### src/rtl/dirty_region_tracker_macros.svh
// ----------------------------------------------------------------------------
// dirty_region_tracker_macros
// Assertion macros shared by the dirty region tracker rtl.
// ----------------------------------------------------------------------------
`ifndef DIRTY_REGION_TRACKER_MACROS_SVH
`define DIRTY_REGION_TRACKER_MACROS_SVH

// antecedent implies consequent in the same cycle
`define DRT_ASSERT_SAME(label, clk, rst, ante, cons) \
  label: assert property (@(posedge clk) disable iff (rst) (ante) |-> (cons)) \
    else $error("dirty region tracker: same-cycle check failed");

// antecedent implies consequent in the next cycle
`define DRT_ASSERT_NEXT(label, clk, rst, ante, cons) \
  label: assert property (@(posedge clk) disable iff (rst) (ante) |=> (cons)) \
    else $error("dirty region tracker: next-cycle check failed");

`endif

### src/rtl/drt_pkg.sv
// ----------------------------------------------------------------------------
// drt_pkg
// Types and constants of the dirty region tracker.
// ----------------------------------------------------------------------------
package drt_pkg;

  // field widths
  localparam int RECT_W     = 12;
  localparam int EXT_W      = 14;
  localparam int COORD_W    = 9;
  localparam int IN_DATA_W  = 48;
  localparam int OUT_DATA_W = 40;
  localparam int CMD_W      = 2;

  // command codes, code 3 is unused and ignored
  typedef enum logic [CMD_W-1:0] {
    CMD_MARK    = 2'd0,
    CMD_PRESENT = 2'd1,
    CMD_FULL    = 2'd2
  } cmd_t;

  // clipped rectangle, right and bottom exclusive
  typedef struct packed {
    logic               keep;
    logic [COORD_W-1:0] left;
    logic [COORD_W-1:0] top;
    logic [COORD_W-1:0] right;
    logic [COORD_W-1:0] bottom;
  } clip_t;

endpackage

### src/rtl/drt_clip.sv
// ----------------------------------------------------------------------------
// drt_clip
// Clips a signed rectangle to the panel and flags whether anything is left.
// ----------------------------------------------------------------------------
module drt_clip
  import drt_pkg::*;
#(
  parameter int PANEL_WIDTH  = 320,
  parameter int PANEL_HEIGHT = 320
) (
  input  logic signed [RECT_W-1:0] rect_x,
  input  logic signed [RECT_W-1:0] rect_y,
  input  logic signed [RECT_W-1:0] rect_w,
  input  logic signed [RECT_W-1:0] rect_h,
  output clip_t                    clip
);

  localparam logic signed [EXT_W-1:0] W_LIM = EXT_W'(PANEL_WIDTH);
  localparam logic signed [EXT_W-1:0] H_LIM = EXT_W'(PANEL_HEIGHT);
  localparam int PAD = EXT_W - RECT_W;

  logic signed [EXT_W-1:0] x_e, y_e, w_e, h_e;
  logic signed [EXT_W-1:0] x_end, y_end;
  logic signed [EXT_W-1:0] left_e, top_e, right_e, bottom_e;

  // sign extension and far edges
  assign x_e   = $signed({{PAD{rect_x[RECT_W-1]}}, rect_x});
  assign y_e   = $signed({{PAD{rect_y[RECT_W-1]}}, rect_y});
  assign w_e   = $signed({{PAD{rect_w[RECT_W-1]}}, rect_w});
  assign h_e   = $signed({{PAD{rect_h[RECT_W-1]}}, rect_h});
  assign x_end = x_e + w_e;
  assign y_end = y_e + h_e;

  // clamp to the panel
  assign left_e   = (x_e < 0) ? '0 : x_e;
  assign top_e    = (y_e < 0) ? '0 : y_e;
  assign right_e  = (x_end > W_LIM) ? W_LIM : x_end;
  assign bottom_e = (y_end > H_LIM) ? H_LIM : y_end;

  // kept edges always lie within 0..511
  always_comb begin
    clip.keep   = (w_e > 0) && (h_e > 0) && (left_e < right_e) && (top_e < bottom_e);
    clip.left   = left_e[COORD_W-1:0];
    clip.top    = top_e[COORD_W-1:0];
    clip.right  = right_e[COORD_W-1:0];
    clip.bottom = bottom_e[COORD_W-1:0];
  end

endmodule

### src/rtl/dirty_region_tracker.sv
// ----------------------------------------------------------------------------
// dirty_region_tracker
// Keeps the bounding box of changed pixels and reports it on present.
// ----------------------------------------------------------------------------
// Usage: commands arrive on the s_ stream, cmd in s_tuser and the rectangle
// in s_tdata. A mark request grows the stored dirty box and gives no result.
// A present request gives one result on the m_ stream with the inclusive
// window and clears the box; present-full always gives the whole panel.
// Code 3 is ignored.
// Timing: a taken request sits in the input register, and its result is
// registered in the result register when it advances, raising m_tvalid.
// Throughput: one request per cycle when not stalled; clip, compare and union
// are one pass of logic between the input register and the box and result registers.
// Stall: a waiting result holds in the result register while further marks
// still flow; s_tready drops only when a present request waits behind an
// untaken result.
// Reset: rst clears the dirty box to zero and both valid flags of the pipe.
// ----------------------------------------------------------------------------
`include "dirty_region_tracker_macros.svh"

module dirty_region_tracker
  import drt_pkg::*;
#(
  parameter int PANEL_WIDTH  = 320,
  parameter int PANEL_HEIGHT = 320
) (
  input  logic                  clk,
  input  logic                  rst,
  // rect_x[11:0], rect_y[23:12], rect_w[35:24], rect_h[47:36]
  input  logic [IN_DATA_W-1:0]  s_tdata,
  // cmd[1:0]
  input  logic [CMD_W-1:0]      s_tuser,
  input  logic                  s_tvalid,
  output logic                  s_tready,
  // col_first[8:0], col_last[17:9], row_first[26:18], row_last[35:27], zero[39:36]
  output logic [OUT_DATA_W-1:0] m_tdata,
  // window_sent[0]
  output logic                  m_tuser,
  output logic                  m_tvalid,
  input  logic                  m_tready
);

  localparam logic [COORD_W-1:0] COL_MAX = COORD_W'(PANEL_WIDTH - 1);
  localparam logic [COORD_W-1:0] ROW_MAX = COORD_W'(PANEL_HEIGHT - 1);

  // input register
  logic                     in_vld;
  logic [CMD_W-1:0]         in_cmd;
  logic signed [RECT_W-1:0] in_x, in_y, in_w, in_h;

  // dirty box
  logic               box_valid, box_valid_next;
  logic [COORD_W-1:0] box_left, box_left_next;
  logic [COORD_W-1:0] box_top, box_top_next;
  logic [COORD_W-1:0] box_right_excl, box_right_excl_next;
  logic [COORD_W-1:0] box_bottom_excl, box_bottom_excl_next;

  // result register
  logic               out_vld;
  logic               out_sent, out_sent_next;
  logic [COORD_W-1:0] col_first, col_first_next;
  logic [COORD_W-1:0] col_last, col_last_next;
  logic [COORD_W-1:0] row_first, row_first_next;
  logic [COORD_W-1:0] row_last, row_last_next;

  logic  produce;
  logic  adv;
  clip_t clip;

  drt_clip #(
    .PANEL_WIDTH  (PANEL_WIDTH),
    .PANEL_HEIGHT (PANEL_HEIGHT)
  ) u_clip (
    .rect_x (in_x),
    .rect_y (in_y),
    .rect_w (in_w),
    .rect_h (in_h),
    .clip   (clip)
  );

  // flow control
  assign produce  = in_vld && ((in_cmd == CMD_PRESENT) || (in_cmd == CMD_FULL));
  assign adv      = in_vld && (!produce || !out_vld || m_tready);
  assign s_tready = !in_vld || adv;

  // input register load
  always_ff @(posedge clk) begin
    if (rst) begin
      in_vld <= 1'b0;
    end else if (s_tready) begin
      in_vld <= s_tvalid;
    end
    if (s_tready && s_tvalid) begin
      in_cmd <= s_tuser;
      in_x   <= s_tdata[11:0];
      in_y   <= s_tdata[23:12];
      in_w   <= s_tdata[35:24];
      in_h   <= s_tdata[47:36];
    end
  end

  // box update and result selection
  always_comb begin
    box_valid_next       = box_valid;
    box_left_next        = box_left;
    box_top_next         = box_top;
    box_right_excl_next  = box_right_excl;
    box_bottom_excl_next = box_bottom_excl;
    out_sent_next        = 1'b0;
    col_first_next       = '0;
    col_last_next        = '0;
    row_first_next       = '0;
    row_last_next        = '0;
    case (in_cmd)
      CMD_MARK: begin
        if (clip.keep) begin
          box_valid_next = 1'b1;
          if (!box_valid) begin
            box_left_next        = clip.left;
            box_top_next         = clip.top;
            box_right_excl_next  = clip.right;
            box_bottom_excl_next = clip.bottom;
          end else begin
            if (clip.left < box_left)          box_left_next        = clip.left;
            if (clip.top < box_top)            box_top_next         = clip.top;
            if (clip.right > box_right_excl)   box_right_excl_next  = clip.right;
            if (clip.bottom > box_bottom_excl) box_bottom_excl_next = clip.bottom;
          end
        end
      end
      CMD_PRESENT: begin
        box_valid_next = 1'b0;
        if (box_valid && (box_left < box_right_excl) && (box_top < box_bottom_excl)) begin
          out_sent_next  = 1'b1;
          col_first_next = box_left;
          col_last_next  = box_right_excl - 1'b1;
          row_first_next = box_top;
          row_last_next  = box_bottom_excl - 1'b1;
        end
      end
      CMD_FULL: begin
        box_valid_next = 1'b0;
        out_sent_next  = 1'b1;
        col_last_next  = COL_MAX;
        row_last_next  = ROW_MAX;
      end
      default: begin
      end
    endcase
  end

  // box registers
  always_ff @(posedge clk) begin
    if (rst) begin
      box_valid       <= 1'b0;
      box_left        <= '0;
      box_top         <= '0;
      box_right_excl  <= '0;
      box_bottom_excl <= '0;
    end else if (adv) begin
      box_valid       <= box_valid_next;
      box_left        <= box_left_next;
      box_top         <= box_top_next;
      box_right_excl  <= box_right_excl_next;
      box_bottom_excl <= box_bottom_excl_next;
    end
  end

  // result register
  always_ff @(posedge clk) begin
    if (rst) begin
      out_vld <= 1'b0;
    end else if (adv && produce) begin
      out_vld <= 1'b1;
    end else if (m_tready) begin
      out_vld <= 1'b0;
    end
    if (adv && produce) begin
      out_sent  <= out_sent_next;
      col_first <= col_first_next;
      col_last  <= col_last_next;
      row_first <= row_first_next;
      row_last  <= row_last_next;
    end
  end

  assign m_tvalid = out_vld;
  assign m_tuser  = out_sent;
  assign m_tdata  = {{(OUT_DATA_W - 4 * COORD_W){1'b0}}, row_last, row_first, col_last, col_first};

  // checks
  `DRT_ASSERT_SAME(a_window_order, clk, rst, m_tvalid && m_tuser,
    (col_first <= col_last) && (row_first <= row_last) &&
    (col_last <= COL_MAX) && (row_last <= ROW_MAX))
  `DRT_ASSERT_SAME(a_empty_zero, clk, rst, m_tvalid && !m_tuser,
    (col_first == '0) && (col_last == '0) && (row_first == '0) && (row_last == '0))
  `DRT_ASSERT_NEXT(a_present_clears, clk, rst, adv && produce, !box_valid && m_tvalid)
  `DRT_ASSERT_NEXT(a_mark_sets, clk, rst, adv && (in_cmd == CMD_MARK) && clip.keep, box_valid)
  `DRT_ASSERT_SAME(a_stall_cause, clk, rst, !s_tready, in_vld && produce && out_vld && !m_tready)

endmodule

### config.mk
export PLATFORM = sky130hd
export DESIGN_NAME = dirty_region_tracker
export DESIGN_NICKNAME = d
export VERILOG_FILES = /design/src/rtl/drt_pkg.sv /design/src/rtl/drt_clip.sv /design/src/rtl/dirty_region_tracker.sv
export VERILOG_INCLUDE_DIRS = /design/src /design/src/rtl
export SDC_FILE = /design/constraint.sdc
export NUM_CORES = 1
export LEC_CHECK = 0
export BUFFER_PORTS_ARGS = -buffer_cell sky130_fd_sc_hd__buf_2
export CAP_MARGIN = 25
export CORE_ASPECT_RATIO = 0.5
export CORE_MARGIN = 2
export CORE_UTILIZATION = 60
export DETAILED_ROUTE_END_ITERATION = 6
export PLACE_DENSITY = 0.93
export SYNTH_ARGS = -nofsm -noshare
export SYNTH_HDL_FRONTEND = slang
export SYNTH_HIERARCHICAL = 1
export SYNTH_SLANG_ARGS = --single-unit
### constraint.sdc
create_clock -name clk -period 7.4 [get_ports clk]
set_clock_uncertainty 0.2 [all_clocks]
set_input_delay 0 -clock clk [delete_from_list [all_inputs] [get_ports clk]]
set_output_delay 0 -clock clk [all_outputs]
set_load 0.05 [all_outputs]
Yosys cells after proc, flatten, opt, wreduce, memory -nomap -nowiden:

Cells that the tools add are included.

* reduce and logical (&&, ||, !) cells: 26
* div/mod/pow operators: 0
* bitwise gates (word level): 0
* shifts and indexed selects: 0
* $mul: 0
* eq/ne operators: 7
* add/subtract/negate cells: 4
* magnitude comparators: 14
* mux-type cells: 22

Operators by type and width (number)
* $mux W9: 10
* $mux W14: 4
* $lt A9 B9 Y1: 4
* $pmux W9 S2: 2
* $gt A14 B10 Y1 const B: 2
* $lt A14 B14 Y1: 2
* $add A12 B12 Y13: 2
* $gt A12 B1 Y1 const B: 2
* $lt A12 B1 Y1 const B: 2
* $gt A9 B9 Y1: 2
* $sub A9 B1 Y9 const B: 2
* $reduce_and A4 Y1: 4
* $logic_and A1 B1 Y1: 9
* $ne A2 B1 Y1 const B: 4
* $logic_or A1 B1 Y1: 4
* $mux W1: 4
* $pmux W1 S2: 2
* $reduce_bool A2 Y1: 2
* $logic_not A1 Y1: 3
* $reduce_and A3 Y1: 1
* $eq A2 B1 Y1 const B: 1
* $eq A2 B2 Y1 const B: 1
* $logic_not A2 Y1: 1
* $ne A2 B2 Y1 const B: 1
* 2 further kinds: 2

* register bits: 126
* bits of input ports: 54
* ROM bits: 0
* output and inout bits: 43
* memories kept: 0
* word-level logic and storage cells: 90
* bits in writable memories: 0
* bits in latches: 0

Logic depth before layout (Yosys ltp):

Gate-level depths: netlist of run 1.

* depth after elaboration: 9
* depth in mapped cells: 26
* mapped depth without buffers: 24

Cells and area by module:

The synthesis of run 1 kept the hierarchy.

By module, submodules not included
* dirty_region_tracker: cells an instance 555, area an instance 6264.8 um^2, times used 1
* drt_clip: cells an instance 269, area an instance 1996.9 um^2, times used 1

Least setup slack after synthesis of run 1:

OpenSTA, ideal clock, no wires.

* path type: register to register
* from: register in_x[0]
* to: register box_bottom_excl[0]
* setup slack: 2.117 ns
* required time: 7.128 ns
* stages on the path, launching flop included: 26
* arrival time: 5.012 ns
* clock period less this slack: 5.283 ns
* cell sequence: edfxtp_1 > ha_1 > fa_1 > a211oi_2 > nor2_1 > xor2_1 > or4b_1 > o311ai_1 > nand4_1 > nand2b_2 > buf_4 > nand2_1 > ha_1 > a21o_1 > a21o_1 > a211oi_1 > nand3_1 > inv_1 > a22oi_1 > o211ai_1 > and3_1 > nand3_1 > a21o_1 > a2111oi_0 > buf_4 > mux2i_1

RTL lines
* start: declaration: RTL line dirty_region_tracker.sv:49 `logic signed [RECT_W-1:0] in_x, in_y, in_w, in_h;`
* start signal: assignment: RTL line dirty_region_tracker.sv:95 `in_x <= s_tdata[11:0];`
* end signal: assignment: RTL line dirty_region_tracker.sv:165 `box_bottom_excl <= box_bottom_excl_next;`
* end: declaration: RTL line dirty_region_tracker.sv:56 `logic [COORD_W-1:0] box_bottom_excl, box_bottom_excl_next;`

==> impl.org, run 1 <==
** Power
- IR analysis of the VDD net gives a maximum drop of between 0.00015 and 0.0002 V.
- After layout, the design draws a total of about 2.1 mW.
- In this run, the combinational gates consume between 10% and 20% of the power.
- The internal portion of the total power is ~1.5 mW.
- Net switching share of the total power :: between 20% and 30%
- The share of total power dissipated in the clock network is between 40% and 50%.
- Relative contribution of sequential cells to total power :: between 30% and 40%
- In this run the static leakage power is ~4 nW.
- In this run the power spent charging and discharging nets is between 600 and 700 uW.
- Power per cell area :: approximately 210 nW/um^2

** Critical path
- Req. time, crit path :: between 7 and 8 ns
- Worst-case reg-to-reg path depth :: 23
- In this run the worst path has a maximum fanout of 22.
- STA classifies the critical path endpoint as a flop.
- By startpoint and endpoint, the worst setup path is classified as reg -> reg.
- The worst register-to-register path ends at box_right_excl[6]$_SDFFE_PP0P_.
- In this run the critical register-to-register path is launched from in_h[0]$_DFFE_PP_.
- Worst Path Arrival :: around 6.2 ns
- Setup slack on the worst reg-to-reg path comes out at 1.35 ns.
- The worst setup path is launched from a flop.

** CTS
- Number of sinks driven by the clock tree :: 126
- After clock tree synthesis, the clock-pin slew on the worst setup and hold paths is 0.06 ns.
- TritonCTS built the clock tree.
- Cts repair resizes :: 0
- Deepest level of the CTS H-tree :: 4
- The root buffer cell chosen for the clock tree is clkbuf_16.
- In this run the deepest clock path goes through 2 buffers.
- Clock latency on the worst-skew pair :: 0.42 ns
- Number of CTS-inserted buffers :: 17

** Route
- After detailed routing, the number of vias per cell comes to roughly 6.
- For this run, the detailed router's first-pass iteration total came to 6.
- In the routed design, unresolved DRC markers number 0.
- Detailed-route wire length :: 20.6 mm
- Average routed wire per standard cell :: around 18 microns
- For this block, the initial DRC count from the detailed router was around 800.
- Detailed-route via count :: roughly 7,000
- The detail route stage leaves a number of antenna-violating nets equal to 0.

** Placement
- DPL Wire Length :: between 10 and 15 mm
- Number of port buffers :: 92
- After detailed placement, the total cell area comes to ~8800 sq um.
- Final Wtd Congestion :: around 0.91

** Global routing
- The first global-routing pass estimated ~33 mm of wire.
- Number of antenna violations at the first check in global routing :: 0
- Global router's overall resource usage :: about 29%
- GRT Residual Overflow :: 0
- Entering global routing, the biggest net connects 65 pins.
- The number of global-route vias before repair came to between 6,000 and 7,000.

** Job
- Across the run, the number of max-cap violations was 0.

** Layout
- Area of all placed cells without fillers :: approximately 10,000 sq um
- In the final layout, the share of cells above drive strength 1 is ~15%.
- Antenna diode count :: 0
- Relative to the synthesized area, the layout overhead comes to 21.5%.
- After the last flow step, the layout net total stands at ~1,100.

** STA
- Post-route setup TNS :: 0 ns
- The number of slew-limit violations in the final report came to 0.
- Setup violations remaining at the end of the flow were counted as 0.
- Subtracting the final worst setup slack from the clock period gives roughly 6 ns.
- The final number of hold-violating endpoints is 0.
- Maximum clock frequency :: ~170 MHz
- Headroom to the max-slew limit :: between 30 and 40%
- The final critical path takes up roughly four fifths of the cycle.
- For the pin with the worst max-slew slack, the measured transition is between 0.9 and 1 ns.
- Unrepaired setup endpoints after global routing :: false

** Floorplanning
- IO Count :: between 90 and 100
- Die area :: between 10,000 and 15,000 sq um
- Total number of placement rows :: 30
- After floorplanning, the core was sized to cover approximately 14,000 sq um.
- From bottom edge to top edge, the die measures approximately 87 microns.
- Horizontal extent of the die :: 170 microns
- The initial utilization of the core area, before any placement, comes to between 60% and 70%.

** Yosys
- Gate Count Post-Synth :: 824
- Cell area after synthesis :: between 8000 and 9000 sq um
- By area the synthesized netlist is led by edfxtp_1 (32%), ha_1 (15%), dfxtp_1 (9.5%).
- Share of flip-flops with an asynchronous set or reset :: 0%
- Sequential share of the synthesized area :: 41.1%
- Fraction of synthesized cell area taken by the top area cell type :: approximately a third
- Count of flip-flops with a built-in enable after synthesis :: a little under 90
- A synthesized cell averages between 10 and 15 sq um.
- The synthesized design contains 126 register bits.
- Synth top cells by count :: ha_1 (99), nand2_1 (90), edfxtp_1 (87)
- Most frequently used cell type in the post-synthesis netlist :: ha_1
- The Yosys step of the flow raised 6 warnings.
- Predominant post-synthesis flop cell :: edfxtp_1
- After synthesis, the netlist uses 75 different library cells.
- Largest area contributor in the netlist :: edfxtp_1

** Hold path
- Number of cells on the worst hold path :: 2
- The worst hold path belongs to the class in -> reg.
- End point of the most critical hold path :: in_x[10]$_DFFE_PP_
- In this run the most critical hold path is launched from s_tdata[10].

** Outcome
- Run status :: finished clean
==> flip-flops by register name, summed over array words and instances, names as in the netlist <==
name	count
in_cmd	2
row_first	9
box_top	9
box_bottom_excl	9
box_right_excl	9
in_h	12
in_x	12
box_valid	1
row_last	9
in_vld	1
in_w	12
box_left	9
col_first	9
m_tvalid	1
in_y	12
m_tuser	1
col_last	9
==> cells by family (layout without fill, tap and decap cells) <==
logic type / count (synthesis) / in the layout / share of synthesized area (%)
flops: 126 / 126 / 41.1
xor+xnor: 32 / 32 / 3.39
simple gates: 301 / 301 / 19.2
mux: 28 / 28 / 3.39
compound gates: 150 / 150 / 12.8
other cells: 1 / 4 / 0.0454
fa+ha+maj: 101 / 101 / 15.5
buf+inv: 85 / 236 / 4.62
==> worst max path at each step <==
stage	start	to	slack (ns)	depth (start not counted)
finish	in_h[0]$_DFFE_PP_	box_right_excl[6]$_SDFFE_PP0P_	1.35	23
global route	in_x[0]$_DFFE_PP_	box_bottom_excl[5]$_SDFFE_PP0P_	0.94	24
CTS	in_x[0]$_DFFE_PP_	box_right_excl[1]$_SDFFE_PP0P_	1.40	24
detailed placement	in_x[0]$_DFFE_PP_	box_right_excl[6]$_SDFFE_PP0P_	1.42	24
global placement	in_x[0]$_DFFE_PP_	box_right_excl[0]$_SDFFE_PP0P_	1.62	24
floorplan	in_x[0]$_DFFE_PP_	box_bottom_excl[0]$_SDFFE_PP0P_	2.12	25
==> final cells by class <==
cell class | instances | area, sq um
clock buffer | 18 | 429
clock inverter | 14 | 205
sequential | 126 | 3390
multi-input combinational | 616 | 4530
timing repair buffer | 152 | 1060
tap | 176 | 220
fill | 882 | 3480
inverter | 52 | 195
==> power by group through the flow <==
stage / sequential (mW) / combinational (mW) / clock, mW
after CTS: 0.797 / 0.413 / 0.914
after global placement: 0.810 / 0.365 / 0
after global routing: 0.799 / 0.464 / 0.950
after floorplan: 0.837 / 0.262 / 0
after detailed placement: 0.812 / 0.383 / 0
final: 0.797 / 0.425 / 0.912
==> layout by cell type, fill, tap and decap left out, types with 8 or more instances in the layout <==
cell / n
a21oi_1: 25
and2_1: 19
nor2_1: 25
and3_1: 24
clkbuf_16: 17
dfxtp_1: 39
nor3_1: 23
nand3_1: 32
a21o_1: 16
dlygate4sd3_1: 55
mux2i_1: 28
o21ai_0: 29
ha_1: 99
nand4_1: 9
edfxtp_1: 87
nand2b_1: 8
a32oi_1: 10
buf_2: 92
nor2b_1: 31
nor3b_1: 12
inv_1: 51
nand2_1: 90
xor2_1: 13
xnor2_1: 19
==> what timing repair did <==
item	CTS	global route
setup buffers	0	0
hold endpoints to repair	53	0
hold buffers	55	0
endpoints found under the setup margin	0	0
==> per-stage QoR <==
stage	utilization (%)	hold WS [ns]	setup slack [ns]	instances
after detailed placement	65.4	-0.0219	1.42	1066
after global placement	65.4	-0.0234	1.62	1066
final	74.3	0.0873	1.35	1154
after CTS	74.1	0.0754	1.40	1153
after floorplan	-	-0.101	2.12	827
after global routing	74.3	0.0819	0.944	1154
==> layer usage <==
layer / GRT usage [%] / wire length (microns) / up-vias
li1: - / - / 3320
met1: 41.5 / 9760 / 3282
met2: 45.2 / 8950 / 330
met3: 5.27 / 1590 / 37
met4: 6.37 / 278 / 0
met5: 0 / 0 / -
==> critical path: stages, from the launching register on <==
cell	delay, ns
edfxtp_1	0.43
ha_1	0.24
fa_1	0.41
a211oi_1	0.46
o21a_1	0.23
o21a_2	0.14
xnor2_1	0.08
or4_1	0.54
a21o_1	0.20
nand2b_2	0.23
nand2_1	0.10
ha_1	0.31
a21o_1	0.17
a21oi_1	0.16
nor2b_1	0.06
o21ai_0	0.22
nand4_1	0.12
nor3_1	0.14
and3_1	0.20
nand3_1	0.08
a21o_1	0.44
a2111oi_2	0.34
buf_4	0.26
mux2i_1	0.22
Note: power is estimated with default switching activity, not from simulation.
==> run 2, diff against run 1 <==
ABC_AREA = 1   (was not set)
PLACE_DENSITY = 0.92   (was 0.93)
clock period = 6.15 ns   (was 7.4 ns; I/O delays follow)
==> run 2 against run 1 <==
Die area increased by 4.5%. Hold slack got worse by 0.0093 ns. First-iteration DRC count increased by 22%. Sequential cell count unchanged. Wire length increased by 7.1%. Non-clock buffer count decreased by 5. Critical path type unchanged. Register-to-register slack got worse by 0.31 ns. Sequential power increased by 21%. Cell count increased by 25%. Synthesized cell count increased by 33%. Count of clock-buffer cells in the layout increased by 2.
==> impl.org, run 2 <==
** Route
- Average routed wire per standard cell :: approximately 15 microns
- Initial DRC count :: just under 1,000
- Number of detailed-route iterations in the first pass :: 6
- Once detail routing completed, the nets flagged for antenna violations numbered 0.
- Post-DR vias/cell :: between 5 and 6
- Detailed-route via count :: ~7,900
- In the routed design, unresolved DRC markers number 0.
- For this block, the routed nets add up to around 22 mm of wire.

** CTS
- Buffers inserted during clock tree synthesis total 17.
- After clock tree synthesis, the repair step resized 0 gates.
- The clock net in this run drives a total of 126 sinks.
- Deepest level of the CTS H-tree :: 4
- Post-CTS clock slew at the launch and capture registers of the worst setup and hold paths :: ~0.060 ns
- Max clock buf depth :: 2
- Clock latency on the worst-skew pair :: approximately 0.43 ns
- TritonCTS clock tree :: yes
- Post-CTS timing repair inserted 0 buffers for setup.
- Clock tree synthesis selected as its root buffer the cell clkbuf_16.

** Yosys
- Fraction of synthesized cell area taken by the top area cell type :: 30.2%
- Counting flops with a built-in enable in the synthesized netlist gives 87.
- Number of warnings issued by yosys :: 6
- In this run, distinct cell masters in the synthesized netlist total 40.
- Sequential share of the synthesized area :: ~39%
- Yosys attributes the largest share of cell area to edfxtp_1 (30%), ha_1 (14%), nand2_1 (10%).
- Of all flip-flops after synthesis, the portion carrying an async set or reset was 0%.
- Sorting the synthesized cells by how often they occur yields nand2_1 (231), inv_1 (183), nor2_1 (150).
- nand2_1 is the most common cell in the netlist.
- Gate Count Post-Synth :: between 1,000 and 1,500
- After synthesis, the mean cell area works out to around 7.9 sq um.
- The synthesized design contains between 100 and 150 register bits.
- Largest area contributor in the netlist :: edfxtp_1
- Predominant post-synthesis flop cell :: edfxtp_1
- Summing every instance area after synthesis gives approximately 8600 sq um.

** Placement
- After detailed placement, the design holds a cell count of around 1,400.
- Number of port buffers :: 92
- Routability-driven placement finished with a final weighted congestion of 0.934.
- Detailed placement finished with a half-perimeter wire length of about 15 mm.
- Setup WS pre-CTS :: 1.19 ns
- Once placement finished, the instance area stood at between 9000 and 10,000 sq um.

** Power
- Leakage dissipation :: 4.87 nW
- Power per cell area :: ~250 nW/um^2
- Power after layout :: ~2.6 mW
- Peak ir drop on the vdd network :: ~0.00016 V

** Outcome
- Run status :: finished clean

** Layout
- Once layout is complete, the utilization of the core stands at around 75%.
- Share of layout cells above drive strength 1 :: ~14%
- Non-filler cells, final :: roughly 1,400
- Commonest cells after routing, fill and taps aside :: nand2_1 (231), inv_1 (183), nor2_1 (148)
- Leaving out fill and tap cells, the most frequent cell in the layout is nand2_1.
- Area of all placed cells without fillers :: between 10,000 and 15,000 sq um
- NumNets Final :: about 1,400
- Area taken by flip-flops and latches :: between 3000 and 4000 sq um
- The layout has about 1,000 filler cells.
- The number of antenna diodes in the final layout is 0.
- Multi-input gate area :: approximately 4400 sq um
- Syn-to-layout area delta :: 19.9%

** Global routing
- Global router's overall resource usage :: roughly 29%
- Via count of the first global-routing pass :: 7,148
- Entering global routing, the biggest net connects 74 pins.
- Global routing finished with a remaining overflow of 0.
- Number of antenna violations at the first check in global routing :: 0
- Wire length of the first global-routing pass :: around 35 mm

** Hold path
- Number of cells on the worst hold path :: 2
- The tightest min-delay check is of the in -> reg type.
- For hold timing, the worst endpoint is in_h[7]$_DFFE_PP_.
- Hold path startpoint :: s_tdata[43]

** Critical path
- Crit Path Max Fanout :: 73
- Worst Path Class, Setup :: reg -> reg
- For the worst setup path, the data arrival time is 5.22 ns.
- Among all stages on the critical path, the largest delay is contributed by inv_4.
- STA puts the critical path data required time at between 6 and 7 ns.
- Among the stages of the critical path, the cell type that occurs most often is nand2_1.
- The startpoint identified for the worst register-to-register timing path is in_h[0]$_DFFE_PP_.
- Slowest cell delay on critical path :: 0.52 ns
- The worst setup path is launched from a flop.
- For flop-to-flop paths, the worst setup slack is 1.04 ns.
- Category of the worst setup path capture point :: flop
- Reg-to-reg critical path endpoint :: box_bottom_excl[4]$_SDFFE_PP0P_
- Worst-case reg-to-reg path depth :: 28

** Floorplanning
- From bottom edge to top edge, the die measures slightly below 90 microns.
- The die covers around 15,000 sq um.
- In this run the standard cell core region covers 13,800 sq um.
- IO Count :: slightly below 100
- Row generation in the floorplan step produced 30 rows.
- Initial standard-cell utilization of the core :: 62.6%
- The die is around 170 microns wide.

** STA
- The final number of hold-violating endpoints came to 0.
- The worst path in the final design needs a cycle of between 5 and 6 ns, including I/O delays and setup.
- Final worst path period share :: 83.0%
- Setup repair after global routing left no endpoint under its margin.
- The number of slew-limit violations in the final report came to 0.
- Maximum clock frequency :: ~200 MHz
- Final hold analysis gives a worst-case slack of just under 0.08 ns.
- Setup total negative slack on the finished layout was measured at 0 ns.
- At the pin with the least slew margin, the transition time is 0.702 ns.
- Measured against its own limit, the worst slew margin works out to a little over half.
- Final setup violation count :: 0
- Across all setup checks in the final design, the least slack found is 1.04 ns.

** Job
- Number of max-cap violations :: 0
## run 2: cell types whose count changed after synthesis, sizes merged, moves of 13 or more
cell / before / now
mux2i: 28 / 0
nor2: 26 / 156
and3: 26 / 0
nor3: 24 / 10
nand2: 90 / 245
nor3b: 13 / 0
nand3: 32 / 76
a21oi: 25 / 91
o21ai: 30 / 17
xnor2: 19 / 1
nor2b: 31 / 0
inv: 52 / 189
and2: 21 / 0
## run 2: cell type report
| type | count | share of cell area (%) |
|---|---|---|
| Multi-Input combinational cell | 758 | 42.3 |
| Sequential cell | 126 | 32.7 |
| Timing Repair Buffer | 147 | 9.83 |
| Inverter | 189 | 6.87 |
| Clock buffer | 20 | 4.41 |
| Tap cell | 192 | 2.32 |
| Clock inverter | 12 | 1.53 |
## run 2: routing by layer
layer	wire [microns]	GRT usage (%)	up-vias
met3	2170	6.79	49
met1	9900	40.1	3601
met2	9540	45.8	403
li1	-	-	3845
met4	435	10.5	0
met5	0	0	-
## run 2: kinds of logic after synthesis
| kind of cell | after synthesis | share of synthesized area (%) |
|---|---|---|
| AOI/OAI and AO/OA | 130 | 8.73 |
| xor gates and xnor gates | 13 | 1.32 |
| adders and majority gates | 101 | 14.8 |
| buffers and inverters | 213 | 10.4 |
| DFF | 126 | 39.3 |
| other | 1 | 0.0434 |
| and+or+nand+nor | 510 | 25.5 |
## run 2: where the power goes
group	internal, mW	switching [mW]	total (mW)
Combinational	0.202	0.371	0.573
Sequential	0.940	0.0207	0.961
Clock	0.662	0.398	1.06
## run 2: how the worst max path moves through the flow
stage | start | endpoint | slack, ns | depth (start not counted)
3_5_place_dp | in_y[0]$_DFFE_PP_ | box_top[0]$_SDFFE_PP0P_ | 1.19 | 28
6_report | in_h[0]$_DFFE_PP_ | box_bottom_excl[4]$_SDFFE_PP0P_ | 1.04 | 28
2_1_floorplan | in_x[0]$_DFFE_PP_ | box_top[0]$_SDFFE_PP0P_ | 2.16 | 30
3_3_place_gp | in_y[0]$_DFFE_PP_ | box_top[0]$_SDFFE_PP0P_ | 1.35 | 28
4_1_cts | in_y[0]$_DFFE_PP_ | box_bottom_excl[4]$_SDFFE_PP0P_ | 1.11 | 28
5_1_grt | in_y[0]$_DFFE_PP_ | box_bottom_excl[0]$_SDFFE_PP0P_ | 0.72 | 28
## run 2: timing repair
action / 4_1_cts / 5_1_grt
setup endpoints to repair: 0 / 0
endpoints found under the hold margin: 77 / 0
hold buffers: 53 / 0
## run 2: worst max-delay path: cells and delay by family (launching register included)
kind	cells	cell delay (ns)
AND/OR/NAND/NOR	18	1.98
XOR/XNOR	1	0.18
adder cells (fa/ha/maj)	3	0.99
buffers and inverters	3	0.74
AO/OA/AOI/OAI	3	0.45
flip-flops	1	0.41
